--- config.mk ---
export PLATFORM = sky130hd
export DESIGN_NAME = qpps_pi_state
export DESIGN_NICKNAME = d
export VERILOG_FILES = /design/src/sv/qpps_pkg.sv /design/src/sv/qpps_pi_state.sv
export SDC_FILE = /design/constraint.sdc
export NUM_CORES = 1
export LEC_CHECK = 0
export BUFFER_PORTS_ARGS = -buffer_cell sky130_fd_sc_hd__buf_2
export CORE_ASPECT_RATIO = 1.2
export CORE_MARGIN = 2
export CORE_UTILIZATION = 45
export CTS_CLUSTER_SIZE = 28
export DETAILED_ROUTE_END_ITERATION = 8
export MAX_ROUTING_LAYER = met4
export PLACE_DENSITY = 0.67
export SYNTH_ARGS = -nofsm -noshare
export SYNTH_HDL_FRONTEND = slang
export SYNTH_SLANG_ARGS = --single-unit
--- constraint.sdc ---
create_clock -name clk -period 10 [get_ports clk]
set_input_delay 2 -clock clk [delete_from_list [all_inputs] [get_ports clk]]
set_output_delay 2 -clock clk [all_outputs]
set_load 0.05 [all_outputs]
--- src/sv/qpps_pkg.sv ---
// ----------------------------------------------------------------------------
// qpps_pkg
// Shared types, register codes and helpers for the quadrature PI servo.
// ----------------------------------------------------------------------------
package qpps_pkg;

	// configuration register indexes
	localparam logic [1:0] CFG_TARGET = 2'd0;
	localparam logic [1:0] CFG_KP     = 2'd1;
	localparam logic [1:0] CFG_KI     = 2'd2;

	// gain reset values, unsigned Q16
	localparam logic [23:0] KP_RESET = 24'd32768;
	localparam logic [23:0] KI_RESET = 24'd655;

	// duty ceiling and fixed-point shift
	localparam logic [7:0] PWM_MAX  = 8'd255;
	localparam int         Q16_FRAC = 16;

	// snapshot of the loop state taken on a control tick
	typedef struct packed {
		logic signed [31:0] error;
		logic signed [31:0] integral;
		logic signed [31:0] position;
		logic        [31:0] bad;
	} tick_snap_t;

	// place of a pin pair along the cycle 00, 01, 11, 10
	function automatic logic [1:0] phase_of(input logic a, input logic b);
		logic [1:0] ph;
		ph = a ? (b ? 2'd2 : 2'd3) : (b ? 2'd1 : 2'd0);
		return ph;
	endfunction

	// clamp a 33-bit signed sum to the signed 32-bit range
	function automatic logic signed [31:0] sat32(input logic signed [32:0] v);
		logic signed [31:0] r;
		if (v[32] == v[31]) begin
			r = v[31:0];
		end else if (v[32]) begin
			r = 32'sh8000_0000;
		end else begin
			r = 32'sh7fff_ffff;
		end
		return r;
	endfunction

endpackage

--- src/sv/qpps_pi_state.sv ---
// ----------------------------------------------------------------------------
// qpps_pi_state
// Error and integral registers of the PI loop, saturating updates per tick.
// ----------------------------------------------------------------------------
module qpps_pi_state (
	input  logic               clk,
	input  logic               arst_n,
	input  logic               tick_en,
	input  logic signed [31:0] target,
	input  logic signed [31:0] position,
	output logic signed [31:0] error_d,
	output logic signed [31:0] integral_d
);
	import qpps_pkg::*;

	logic signed [31:0] error_q;
	logic signed [31:0] integral_q;

	// integral takes the previous error, then the new error is formed
	assign integral_d = sat32(33'(integral_q) + 33'(error_q));
	assign error_d    = sat32(33'(target) - 33'(position));

	// state update on a control tick
	always_ff @(posedge clk or negedge arst_n) begin
		if (!arst_n) begin
			error_q    <= '0;
			integral_q <= '0;
		end else if (tick_en) begin
			error_q    <= error_d;
			integral_q <= integral_d;
		end
	end

endmodule

After elaboration in Yosys (flattened, before gate mapping)

Cells that the tools add are included.

Equality and inequality tests: 2
Add/sub/neg operators: 2
Muxes and demuxes: 4

Operators by type and width:

| kind           | count |
|---|---|
| $mux 32        | 4 |
| $add 32x32->33 | 1 |
| $sub 32x32->33 | 1 |
| $eq 1x1->1     | 2 |

Register bits: 64
Bits of input ports: 67
Output and inout port bits: 64

Longest topological paths before layout

Word-level depth: 3
Mapped depth: 15
Gate-level depth less buffers: 13

Least setup slack after synthesis

No wires, ideal clock.

Kind: input to output
Start point: in target[0]
End point: out error_d[28]
Stages on the path: 12
Arrival: 4.636 ns
Required time: 8.000 ns
Path slack: 3.364 ns
Cells stage by stage: inv_1 -> ha_1 -> inv_1 -> fa_1 -> a21o_1 -> a311oi_1 -> or4_1 -> nand4b_1 -> a41oi_1 -> o21ai_0 -> xnor2_1 -> o21ai_1

Cells in the longest elaborated chain, start to end: 3
Elaborated cells on any way between the ends: 4

RTL lines:

| item                                  | line                           | source |
|---|---|---|
| from (decl)                           | qpps_pi_state.sv:9             | `input logic signed [31:0] target,` |
| $sub 32x32->33 (*)                    | qpps_pi_state.sv:21            | `assign error_d = sat32(33'(target) - 33'(position));` |
| $mux 32 or $eq 1x1->1 (tied branches) | qpps_pkg.sv:40, qpps_pkg.sv:38 |  |
| $mux 32 (*)                           | qpps_pkg.sv:38                 | `if (v[32] == v[31]) begin` |
| to (decl)                             | qpps_pi_state.sv:11            | `output logic signed [31:0] error_d,` |

Every way passes the cells marked *; elsewhere a longest branch is shown, timed or not.

Worst setup path in the final report

Start point: in target[0]
End point: out error_d[9]

Same word-level chain as after synthesis.

==> flow_summary.toml <==
[timing]
tightest_slew_ns = 1.15
period_share_pct = 76.0
rsz0062_at_grt = "no"
hold_viol_final = 0
drv_slew = 0
max_freq_mhz = 132
slew_headroom_pct = 22.0
setup_viol = 0
skew_ns = 0.00551
tns_ns = 0
post-route-min-period_ns = 7.60

[logic_synthesis]
synth_cells = 895
netlist_area_um2 = 6560
syn_area_per_cell_um2 = 7.33
async_flop_share_pct = 100
yosys_warnings = 0
yosys_most_used_dff = "dfrtp_1"
yosys.cell_types.count = 63
syn_nets = 1028
ys_ff_latch = 64
yosys.area.top_type_share_pct = 24.4
synth_edf_count = 0
ys_seq_area_share_pct = 24.4
synth_largest_area_cell = "dfrtp_1"
synthTopCellsByArea = "dfrtp_1, ha_1, nand2_1"

[global_routing]
gr-total-overflow = 0
grt_max_degree = 77
grt_usage_pct = 24.1
grt_pass1_wl_um = 29500
grt_pass1_vias = 6241
antenna_found_initial = 0

[cells_and_area]
diodes = 0
fin_util_pct = 53.2
drive_gt1_share_pct = 17.2
nNetsFinal = 1134
final_area_um2 = 7600
areaGrowthSynthToFinish_pct = 15.8

[floorplanning]
die_area_um2 = 15600
die_x_um = 114
num_rows = 48
die_h_um = 136
design.core.area_um2 = 14300
start_util_pct = 45.9
ios = 131

[routing]
vias_per_cell = 5.57
antenna_left = 0
avgRoutedWirePerCell_um = 15.3
vias = 6570
initialDrtViolationCount = 336
route.detailed.drc = 0
dr.pass1.iters = 5
wirelength_um = 18100

[cts]
clock-sinks = 64
htree_levels = 3
hold_buffers = 0
cts_setup_buffers = 0
cts_root_buf = "clkbuf_16"
cts_buffers = 9
clockBufferDepth = 2
worstSkewPairLatency_ns = 0.34
cts_tree = "built"
clk_pin_slew_worst_paths_ns = 0.06
post_cts_resized = 0

[setup_path]
cp_cell_sequence = "buf_2 > inv_1 > ha_1 > inv_1 > fa_1 > a21o_1 > a311oi_1 > or4_1 > nand3b_1 > a21oi_1 > and2_1 > mux2i_2 > nand2_1 > nand2_1 > buf_2"
worst_ep_required_time_ns = 8.00
path_class = "input port to primary output"
crit_path_end_kind = "primary output"
crit_family = "simple AND/OR/NAND/NOR gates"
cp-start-kind = "input port"
crit_path_top_delay_cell = "mux2i_2"
slowest_delay_ns = 0.89
arrival_ns = 5.60
crit_path_max_fanout = 23
path_buf_inv = 4

[worst_hold_path]
min-delay-path-class = "flip-flop to flip-flop"

[placed_design]
dp_hpwl_um = 14000
port_buffers = 130
gp_congestion = 0.958
dpl_cell_area_um2 = 7290

[run]
drv_cap = 0

[status]
outcome = "finished clean"
## through the flow
step | instances | hold WS (ns) | worst slack, ns
floorplan | 895 | 0.485 | 3.36
global placement | 1165 | 0.498 | 2.48
detailed placement | 1165 | 0.504 | 2.41
CTS | 1180 | 0.517 | 2.40
global route | 1180 | 0.525 | 2.17
finish | 1180 | 0.513 | 2.40
## state kept, by name (all words and copies together) (netlist names)
signal,flops
error_q,32
integral_q,32
## layout make-up
class | count | area (um^2)
clock buffer | 11 | 253
fill | 1462 | 6690
tap | 175 | 219
timing repair buffer | 133 | 673
sequential | 64 | 1600
clock inverter | 4 | 53.8
multi-input combinational | 740 | 4600
inverter | 53 | 199
## Yosys cell counts (all sizes together), types with 16 or more instances
master	n
ha	64
dfrtp	64
inv	53
a21o	23
clkbuf	28
xor2	16
o21ai	43
a31oi	18
nand2	160
a21oi	117
nand3	18
nor2	98
xnor2	39
## cells in the final DEF (no fill, tap or decap), types with 22 or more instances in the layout
cell,n
o21ai_0,36
nor2_1,98
inv_1,53
dfrtp_1,64
a21o_1,22
ha_1,64
xnor2_1,39
nand2_1,160
buf_2,130
a21oi_1,113
## metal layers
metal / part of all wire (%) / track usage (%) / routed length (um)
met1: 47 / 31.5 / 8460
met2: 47 / 38.9 / 8480
met3: 4.4 / 2.59 / 795
met4: 2.0 / 8.06 / 357
met5: 0 / - / 0
## logic make-up after synthesis
family                   after synthesis  synth area share [%]
flip-flops                            64                  24.4
XOR/XNOR                              55                  7.34
multiplexers                          11                  2.19
AO/OA/AOI/OAI                        264                  24.9
buffers and inverters                 91                  5.51
AND/OR/NAND/NOR                      344                  22.8
adder cells (fa/ha/maj)               66                  12.8
## final timing paths
path | from | end | slack [ns] | cells after the start
worst max-delay path | target[0] | error_d[9] | 2.40 | 15
min in group asynchronous | arst_n | error_q[7] | 1.84 | 2
worst min-delay path | integral_q[31] | integral_q[31] | 0.51 | 1
worst min register to register | integral_q[31] | integral_q[31] | 0.51 | 1
worst max register to register | error_q[0] | integral_q[1] | 6.08 | 12
max in group asynchronous | arst_n | integral_q[30] | 7.62 | 2
Power is not shown: default switching activity piles up to over one toggle a cycle in this logic, so the estimate is an artifact.
