[src/sv/qpps_pkg.sv]
// ----------------------------------------------------------------------------
// qpps_pkg
// Shared types, register codes and helpers for the quadrature PI servo.
// ----------------------------------------------------------------------------
package qpps_pkg;

	// configuration register indexes
	localparam logic [1:0] CFG_TARGET = 2'd0;
	localparam logic [1:0] CFG_KP     = 2'd1;
	localparam logic [1:0] CFG_KI     = 2'd2;

	// gain reset values, unsigned Q16
	localparam logic [23:0] KP_RESET = 24'd32768;
	localparam logic [23:0] KI_RESET = 24'd655;

	// duty ceiling and fixed-point shift
	localparam logic [7:0] PWM_MAX  = 8'd255;
	localparam int         Q16_FRAC = 16;

	// snapshot of the loop state taken on a control tick
	typedef struct packed {
		logic signed [31:0] error;
		logic signed [31:0] integral;
		logic signed [31:0] position;
		logic        [31:0] bad;
	} tick_snap_t;

	// place of a pin pair along the cycle 00, 01, 11, 10
	function automatic logic [1:0] phase_of(input logic a, input logic b);
		logic [1:0] ph;
		ph = a ? (b ? 2'd2 : 2'd3) : (b ? 2'd1 : 2'd0);
		return ph;
	endfunction

	// clamp a 33-bit signed sum to the signed 32-bit range
	function automatic logic signed [31:0] sat32(input logic signed [32:0] v);
		logic signed [31:0] r;
		if (v[32] == v[31]) begin
			r = v[31:0];
		end else if (v[32]) begin
			r = 32'sh8000_0000;
		end else begin
			r = 32'sh7fff_ffff;
		end
		return r;
	endfunction

endpackage

[src/sv/qpps_encoder.sv]
// ----------------------------------------------------------------------------
// qpps_encoder
// Quadrature decoder: signed position counter and bad-transition counter.
// ----------------------------------------------------------------------------
module qpps_encoder (
	input  logic               clk,
	input  logic               arst_n,
	input  logic               sample_en,
	input  logic               pin_a,
	input  logic               pin_b,
	output logic signed [31:0] position,
	output logic        [31:0] bad_count
);
	import qpps_pkg::*;

	logic               last_a_q;
	logic               last_b_q;
	logic signed [31:0] position_q;
	logic        [31:0] bad_q;
	logic        [1:0]  step;

	// distance moved along the quadrature cycle
	assign step = phase_of(pin_a, pin_b) - phase_of(last_a_q, last_b_q);

	// counters and last pin levels
	always_ff @(posedge clk or negedge arst_n) begin
		if (!arst_n) begin
			last_a_q   <= 1'b0;
			last_b_q   <= 1'b0;
			position_q <= '0;
			bad_q      <= '0;
		end else if (sample_en) begin
			last_a_q <= pin_a;
			last_b_q <= pin_b;
			if (step == 2'd1) begin
				position_q <= position_q + 32'sd1;
			end else if (step == 2'd3) begin
				position_q <= position_q - 32'sd1;
			end else begin
				bad_q <= bad_q + 32'd1;
			end
		end
	end

	assign position  = position_q;
	assign bad_count = bad_q;

endmodule

[config.mk]
export PLATFORM = sky130hd
export DESIGN_NAME = qpps_encoder
export DESIGN_NICKNAME = d
export VERILOG_FILES = /design/src/sv/qpps_pkg.sv /design/src/sv/qpps_encoder.sv
export SDC_FILE = /design/constraint.sdc
export NUM_CORES = 1
export LEC_CHECK = 0
export BUFFER_PORTS_ARGS = -buffer_cell sky130_fd_sc_hd__clkbuf_2
export CORE_MARGIN = 2
export CORE_UTILIZATION = 48
export DETAILED_ROUTE_END_ITERATION = 8
export PLACE_DENSITY_LB_ADDON = 0.3
export SYNTH_ARGS = -nofsm -noshare
export SYNTH_HDL_FRONTEND = slang
export SYNTH_SLANG_ARGS = --single-unit
[constraint.sdc]
create_clock -name clk -period 12.1 [get_ports clk]
set_clock_uncertainty 0.1 [all_clocks]
set_input_delay 2.42 -clock clk [delete_from_list [all_inputs] [get_ports clk]]
set_output_delay 2.42 -clock clk [all_outputs]
set_load 0.02 [all_outputs]
## Word level (Yosys, flattened, before mapping)

Index checks and enable logic that the tools add are counted.
W data, S select, Z words.

| storage, ports and cells | value |
|---|---|
| register bits after elaboration | 66 |
| input bits | 5 |
| output and inout bits | 64 |
| logic and storage cells | 23 |

| operators by class | value |
|---|---|
| $add $sub $neg | 4 |
| equality and inequality tests | 2 |
| multiplexer cells | 8 |
| bitwise logic cells | 2 |
| reduce and logical (&&, ||, !) cells | 3 |

Operators with widths:

| cell | count |
|---|---|
| $mux W32 | 2 |
| $add A32 B1 Y32 const B | 1 |
| $add A32 B2 Y32 const B | 1 |
| $sub A32 B2 Y32 const B | 1 |
| $mux W1 | 4 |
| $mux W2 | 2 |
| $reduce_and A3 Y1 | 1 |
| $eq A2 B1 Y1 const B | 1 |
| $eq A2 B2 Y1 const B | 1 |
| $not A1 Y1 | 2 |
| $reduce_and A2 Y1 | 1 |
| $reduce_bool A2 Y1 | 1 |
| $sub A2 B2 Y2 | 1 |

## Longest topological paths before layout

Gate-level depths: netlist (run 1).

| depth | value |
|---|---|
| depth in word-level cells | 6 |
| depth in mapped cells | 15 |
| gate-level depth less buffers | 14 |

## Worst setup path after synthesis (run 1)

OpenSTA, ideal clock, no wires.

| timing path | value |
|---|---|
| kind | input port to flip-flop |
| from | input port pin_b |
| to | register position_q[29] (netlist: position[29]) |
| data arrival time | 5802 ps |
| required time | 11869 ps |
| slack | 6067 ps |
| cell stages on the path | 14 |
| cells stage by stage | xnor2_1 > ha_1 > xnor2_1 > xnor2_1 > nor2_1 > inv_1 > ha_1 > a211oi_2 > nor2_1 > o31a_4 > a2111oi_4 > nor4_1 > o31a_1 > or3_1 |

| between the ends | value |
|---|---|
| cells in the longest elaborated chain, start to end | 6 |
| elaborated cells between the ends (all ways) | 9 |

RTL lines:

| element | line | RTL |
|---|---|---|
| from (decl) | qpps_encoder.sv:10 | `input logic pin_b,` |
| $mux W1 | qpps_pkg.sv:31 | `ph = a ? (b ? 2'd2 : 2'd3) : (b ? 2'd1 : 2'd0);` |
| $mux W2 * | qpps_pkg.sv:31 |  |
| $sub A2 B2 Y2 * | qpps_encoder.sv:23 | `assign step = phase_of(pin_a, pin_b) - phase_of(last_a_q, last_b_q);` |
| $eq A2 B1 Y1 or $eq A2 B2 Y1 (tied branches) | qpps_encoder.sv:35, qpps_encoder.sv:37 |  |
| $reduce_bool A2 Y1 (no source line) | -- |  |
| $reduce_and A2 Y1 (no source line) | -- |  |
| to (signal assigned) | qpps_encoder.sv:36 | `position_q <= position_q + 32'sd1;` |
| to (signal assigned) | qpps_encoder.sv:38 | `position_q <= position_q - 32'sd1;` |
| to (decl) | qpps_encoder.sv:18 | `logic signed [31:0] position_q;` |

Every way passes the cells marked *; elsewhere a longest branch is shown, timed or not.
A chain may end at the register's enable or synchronous reset.

## Worst setup path after layout (run 1)

| timing path | value |
|---|---|
| from | input port pin_a |
| to | register position_q[29] (netlist: position[29]) |

| between the ends | value |
|---|---|
| cells in the longest elaborated chain, start to end | 5 |
| elaborated cells between the ends (all ways) | 7 |

RTL lines:

| element | line | RTL |
|---|---|---|
| from (decl) | qpps_encoder.sv:9 | `input logic pin_a,` |
| $mux W2 * | qpps_pkg.sv:31 |  |
| $sub A2 B2 Y2 * | qpps_encoder.sv:23 |  |
| $eq A2 B1 Y1 or $eq A2 B2 Y1 (tied branches) | qpps_encoder.sv:35, qpps_encoder.sv:37 |  |
| $reduce_bool A2 Y1 (no source line) | -- |  |
| $reduce_and A2 Y1 (no source line) | -- |  |

Marked as above.

==> results of run 1 <==
-- logic make-up after synthesis --
family                     count (synthesis)
and+or+nand+nor                          191
AOI/OAI and AO/OA                        139
xor gates and xnor gates                  51
adders and majority gates                 36
DFF                                       66
buffers and inverters                     28
muxes                                      4
-- flip-flops by register name, summed over array words and instances (netlist names) --
| name | flops |
|---|---|
| last_a_q | 1 |
| bad_count | 32 |
| position | 32 |
| last_b_q | 1 |
-- area by class of cell --
type,instances,area share
clock buffer,9,0.0237
clock inverter,7,0.0148
inverter,13,0.00933
multi-input combinational,421,0.538
sequential,66,0.316
tap,129,0.0309
timing repair buffer,70,0.0679
-- synth_stat cells (6+ instances only) --
cell | instances | share of area
o211ai_1 | 7 | 0.012
and4_1 | 6 | 0.012
ha_1 | 35 | 0.096
nor3_1 | 10 | 0.011
a21o_1 | 11 | 0.018
o21ai_1 | 11 | 0.012
nand2_1 | 73 | 0.060
a211oi_1 | 8 | 0.013
and3_1 | 11 | 0.015
inv_1 | 13 | 0.011
clkbuf_1 | 13 | 0.011
a21oi_1 | 34 | 0.037
nand4_1 | 11 | 0.015
o31ai_1 | 8 | 0.013
and2_1 | 8 | 0.011
xnor2_1 | 34 | 0.065
xor2_1 | 17 | 0.033
o21ai_0 | 25 | 0.027
nor2_1 | 28 | 0.023
dfrtp_1 | 66 | 0.36
nand3_1 | 22 | 0.024
-- routing by layer --
layer  vias to the layer above  GRT usage
met4                         0     0.0884
met3                        16     0.0345
met1                      1905      0.311
met2                        96      0.329
met5                         -          0
li1                       2014          -
-- where the power goes --
group	internal, mW	total (mW)	switching (mW)
registers	0.286	0.347	0.0613
clock network	0.0970	0.197	0.100
logic	0.413	1.08	0.669
-- metrics by stage --
stage	cells	setup WS, ps	area, um2
after floorplan	515	6070	4570
after global placement	699	5590	5030
after detailed placement	699	5460	5030
after CTS	715	5810	5230
after global routing	715	5520	5230
final	715	5770	5230
-- worst max path at each step --
stage | from | to | cells past startpoint
2_1_floorplan | pin_b | position[29] | 14
3_3_place_gp | pin_a | position[29] | 15
3_5_place_dp | pin_a | position[29] | 15
4_1_cts | pin_a | position[29] | 15
5_1_grt | pin_a | position[29] | 15
6_report | pin_a | position[29] | 15
==> results.sh, run 1 <==
export IMPL_final_util=0.566
export IMPL_ys_warn_count=0
export IMPL_final_hold_violation_count=0
export IMPL_status="finished, final reports clean"
export IMPL_setup_viol=0
export IMPL_syn_to_final_growth_pct=14.5
export IMPL_synth_xor_xnor_area_share=0.0978
export IMPL_numPortBuffers=68
export IMPL_ys_types=52
export IMPL_multiInputGateArea_um2=2810
export IMPL_holdBufCountCts=0
export IMPL_syn_num_nets=556
export IMPL_dr_max_layer_used="met4"
export IMPL_synth_edff_count=0
export IMPL_cts_root_buf="clkbuf_8"
export IMPL_fmax_mhz=158
export IMPL_hold_class="flop to flop"
export IMPL_hold_slack_ps=389
export IMPL_crit_path_max_incr_delay_ps=600
export IMPL_relSlewSlack=0.235
export IMPL_met1_length_mm=5.11
export IMPL_worst_ep_arrival_time_ps=6470
export IMPL_hpwl_mm=7.72
export IMPL_cp_top_family="compound AO/OA/AOI/OAI gates"
export IMPL_vias_per_cell=5.64
export IMPL_die_y_um=102
export IMPL_cts_path_max_buffers=2
export IMPL_maxSlewViolCount=0
export IMPL_vias=4031
export IMPL_power_mw=1.63
export IMPL_r2r_end="position[29]"
export IMPL_regArea_um2=1650
export IMPL_ys_seq_area_frac=0.362
export IMPL_path_cells="clkbuf_2 > xnor2_1 > ha_1 > xnor2_1 > xnor2_1 > nor2_1 > inv_1 > ha_1 > a211oi_2 > nor2_1 > o31a_4 > a2111oi_4 > nor4_1 > o31a_1 > or3_1"
export IMPL_critical_path_class="input port to flop"
export IMPL_vdd_drop_max_mv=0.121
export IMPL_crit_fanout=33
export IMPL_place_gp_congestion=0.913
export IMPL_cap_violations=0
export IMPL_async_flop_share=1.00
export IMPL_synth_cells=515
export IMPL_diodes=0
export IMPL_synth_ff_type="dfrtp_1"
export IMPL_fp_dieW_um=102
export IMPL_cts_resized=0
export IMPL_rsz0062_at_grt="false"
export IMPL_fin_setup_tns_ps=0
export IMPL_crit_path_top_delay_cell="inv_1"
export IMPL_crit_required_ps=12240
export IMPL_synth_compound_area_share=0.204
export IMPL_core_rowCount=35
export IMPL_worstReg2RegStart="last_a_q"
export IMPL_cp_buffers_inverters=2
export IMPL_syn_area_per_cell_um2=8.87
export IMPL_grt_first_pass_wirelength_mm=17.9
export IMPL_crit_path_start_kind="input port"
export IMPL_initial_core_util=0.494
export IMPL_p_leak_nw=2.44
export IMPL_dr_wl_met3_um=532
export IMPL_drive_gt1_frac=0.160
export IMPL_ys_ff_latch=66
export IMPL_h_tree_depth=3
export IMPL_detail_route_first_pass_iterations=4
export IMPL_period_needed_ps=6330
export IMPL_grt_pass1_vias=3790
export IMPL_postRouteAntennaNets=0
export IMPL_worstHoldStart="bad_count[31]"
export IMPL_rrSetupSlack_ps=7500
export IMPL_syn_area_um2=4570
export IMPL_muxShareOfSynthArea=0.00986
export IMPL_layout_common_cells="73 x nand2_1, 67 x clkbuf_2, 66 x dfrtp_1"
export IMPL_yosys_area_share_adder=0.100
export IMPL_drc=0
export IMPL_coreArea_um2=9240
export IMPL_layout_commonest_cell="nand2_1"
export IMPL_grt_overflow_total=0
export IMPL_whs_path_depth=1
export IMPL_wl_met2_mm=4.84
export IMPL_drt_iter0_drc=260
export IMPL_worstMarginPinSlew_ps=1150
export IMPL_p_per_area_nw_per_um2=311
export IMPL_min_delay_worst_endpoint="bad_count[31]"
export IMPL_clk_latency_ps=360
export IMPL_wl_per_cell_um=15.0
export IMPL_clock_sinks=66
export IMPL_rr_worst_depth=14
export IMPL_numCtsBuffers=9
export IMPL_grtUsageTotal=0.217
export IMPL_final_nets=622
export IMPL_ioPinCount=69
export IMPL_cts_clk_slew_worst_paths_ps=80
export IMPL_grt_max_degree=67
export IMPL_wl_mm=10.7
export IMPL_fill_cells=849
export IMPL_die_area_um2=10300
export IMPL_cp_end_kind="flop"
export IMPL_finalCritPeriodShare=0.523
export IMPL_synth_top_family_by_area="compound AO/OA/AOI/OAI gates"
export IMPL_cts_tree="built"
export IMPL_synth_simple_area_share=0.203
export IMPL_post_cts_buffers=0
export IMPL_antenna_found_initial=0
export IMPL_crit_top_cell="xnor2_1"
(Power assumes the default switching activity.)
==> run 2, diff against run 1 <==
--- a/config.mk
+++ b/config.mk
@@ -5,6 +5,7 @@
 export SDC_FILE = /design/constraint.sdc
 export NUM_CORES = 1
 export LEC_CHECK = 0
+export ABC_AREA = 1
 export BUFFER_PORTS_ARGS = -buffer_cell sky130_fd_sc_hd__clkbuf_2
 export CORE_MARGIN = 2
 export CORE_UTILIZATION = 48
==> constraint.sdc (replaced) <==
create_clock -name clk -period 5.9 [get_ports clk]
set_clock_uncertainty 0.1 [all_clocks]
set_input_delay 1.18 -clock clk [delete_from_list [all_inputs] [get_ports clk]]
set_output_delay 1.18 -clock clk [all_outputs]
set_load 0.02 [all_outputs]
==> results.sh, run 2 <==
export IMPL_crit_fanout=35
export IMPL_grt_max_degree=67
export IMPL_hpwl_mm=9.69
export IMPL_rsz0062_at_grt="false"
export IMPL_power_mw=3.63
export IMPL_post_cts_buffers=0
export IMPL_core_rowCount=38
export IMPL_syn_to_final_growth_pct=14.1
export IMPL_holdBufCountCts=0
export IMPL_cts_clk_slew_worst_paths_ps=90
export IMPL_maxSlewViolCount=0
export IMPL_setup_viol=0
export IMPL_grtUsageTotal=0.222
export IMPL_cts_resized=0
export IMPL_status="finished, final reports clean"
export IMPL_worst_ep_arrival_time_ps=3800
export IMPL_layout_commonest_cell="nand2_1"
export IMPL_relSlewSlack=0.431
export IMPL_synth_ff_type="dfrtp_1"
export IMPL_synth_most_common_cell="nand2_1"
export IMPL_p_per_area_nw_per_um2=596
export IMPL_grt_pass1_vias=4629
export IMPL_ioPinCount=69
export IMPL_die_y_um=109
export IMPL_vdd_drop_max_mv=0.219
export IMPL_ys_types=33
export IMPL_syn_area_per_cell_um2=6.67
export IMPL_crit_path_start_kind="input port"
export IMPL_syn_num_nets=842
export IMPL_final_hold_violation_count=0
export IMPL_hold_slack_ps=415
export IMPL_cts_path_max_buffers=2
export IMPL_ys_warn_count=0
export IMPL_die_area_um2=12000
export IMPL_cts_tree="built"
export IMPL_cts_root_buf="clkbuf_8"
export IMPL_fmax_mhz=273
export IMPL_finalCritPeriodShare=0.621
export IMPL_h_tree_depth=3
export IMPL_worstMarginPinSlew_ps=854
export IMPL_clock_sinks=66
export IMPL_crit_required_ps=6040
export IMPL_fill_cells=1104
export IMPL_period_needed_ps=3660
export IMPL_synth_area_leaders="dfrtp_1 31%, nand2_1 22%, inv_1 9.1%"
export IMPL_grt_first_pass_wirelength_mm=21.0
export IMPL_drc=0
export IMPL_vias_per_cell=4.84
export IMPL_postRouteAntennaNets=0
export IMPL_numCtsBuffers=9
export IMPL_detail_route_first_pass_iterations=5
export IMPL_ys_seq_area_frac=0.309
export IMPL_place_ws_ps=1870
export IMPL_crit_path_top_delay_cell="buf_4"
export IMPL_synth_top_cell_area_share=0.309
export IMPL_synth_edff_count=0
export IMPL_syn_area_um2=5340
export IMPL_hold_class="flop to flop"
export IMPL_crit_top_cell="nand3_1"
export IMPL_initial_core_util=0.493
export IMPL_grt_overflow_total=0
export IMPL_final_nets=918
export IMPL_vias=4942
export IMPL_drt_iter0_drc=254
export IMPL_fp_dieW_um=109
export IMPL_crit_path_max_incr_delay_ps=380
export IMPL_path_cells="clkbuf_2 > xnor2_1 > ha_1 > inv_1 > nand3_1 > buf_4 > inv_1 > fa_1 > inv_1 > nand3_1 > nand3_1 > nand3_1 > nand3_1 > nand2_1 > nand2_1 > nand2_1 > nand3_1 > nand2_1"
export IMPL_cp_top_family="simple AND/OR/NAND/NOR gates"
export IMPL_drive_gt1_frac=0.126
export IMPL_place_gp_congestion=0.888
export IMPL_regArea_um2=1650
export IMPL_critical_path_class="input port to flop"
export IMPL_wl_per_cell_um=12.2
export IMPL_ys_ff_latch=66
export IMPL_clk_latency_ps=350
export IMPL_final_util=0.562
export IMPL_numPortBuffers=68
export IMPL_fin_setup_tns_ps=0
export IMPL_setup_ws_ps=2240
export IMPL_layout_common_cells="319 x nand2_1, 129 x inv_1, 67 x clkbuf_2"
export IMPL_diodes=0
export IMPL_cp_buffers_inverters=5
export IMPL_synth_cells=801
export IMPL_multiInputGateArea_um2=3180
export IMPL_synth_largest_area_cell="dfrtp_1"
export IMPL_cap_violations=0
export IMPL_antenna_found_initial=0
export IMPL_cp_end_kind="flop"
export IMPL_p_leak_nw=3.61
export IMPL_netlist_top_cells_count="319 x nand2_1, 129 x inv_1, 66 x dfrtp_1"
export IMPL_async_flop_share=1.00
export IMPL_wl_mm=12.5
export IMPL_coreArea_um2=10800
==> run 2: changes by cell type after synthesis, sizes merged, moves of 10 or more <==
cell    delta
a21oi     -13
o21ai     -22
and3      -11
nor2      +32
clkbuf    -10
nand3     +37
inv      +116
nand2    +253
a21o      -10
==> run 2: final timing paths <==
check / from / endpoint / slack (ps) / cells after the start
max: pin_a / position[28] / 2240 / 18
min: bad_count[30] / bad_count[30] / 420 / 1
max reg2reg: last_a_q / position[28] / 2730 / 17
min reg2reg: bad_count[30] / bad_count[30] / 420 / 1
max in group asynchronous: arst_n / bad_count[11] / 4220 / 2
min in group asynchronous: arst_n / position[12] / 870 / 2
==> run 2: where the power goes <==
part	leakage, nW	internal, mW	switching, mW
Clock	0.116	0.281	0.204
Sequential	0.854	0.584	0.141
Combinational	2.64	0.853	1.57
==> run 2: per-layer routing <==
| layer | global-route usage | wire length (um) |
|---|---|---|
| met1 | 0.294 | 5900 |
| met2 | 0.368 | 5720 |
| met3 | 0.0415 | 693 |
| met4 | 0.0687 | 183 |
| met5 | 0 | 0 |
==> run 2: through the flow <==
stage          cells  cell area [um2]
2_1_floorplan    801             5340
3_3_place_gp    1006             5860
3_5_place_dp    1006             5860
4_1_cts         1021             6100
5_1_grt         1021             6100
6_report        1021             6100
==> run 2: cell type report <==
class | count | area share
clock buffer | 9 | 0.0203
inverter | 130 | 0.0800
clock inverter | 6 | 0.0189
tap | 140 | 0.0287
multi-input combinational | 599 | 0.522
sequential | 66 | 0.271
timing repair buffer | 71 | 0.0595
==> run 2: cells by family (layout without fill, tap and decap cells) <==
logic type	count (synthesis)	count (layout)	share of synthesized area
buf+inv	136	216	0.0956
fa+ha+maj	36	36	0.0857
mux	2	2	0.00422
simple gates	474	474	0.388
flops	66	66	0.309
compound gates	39	39	0.0384
xor+xnor	48	48	0.0787
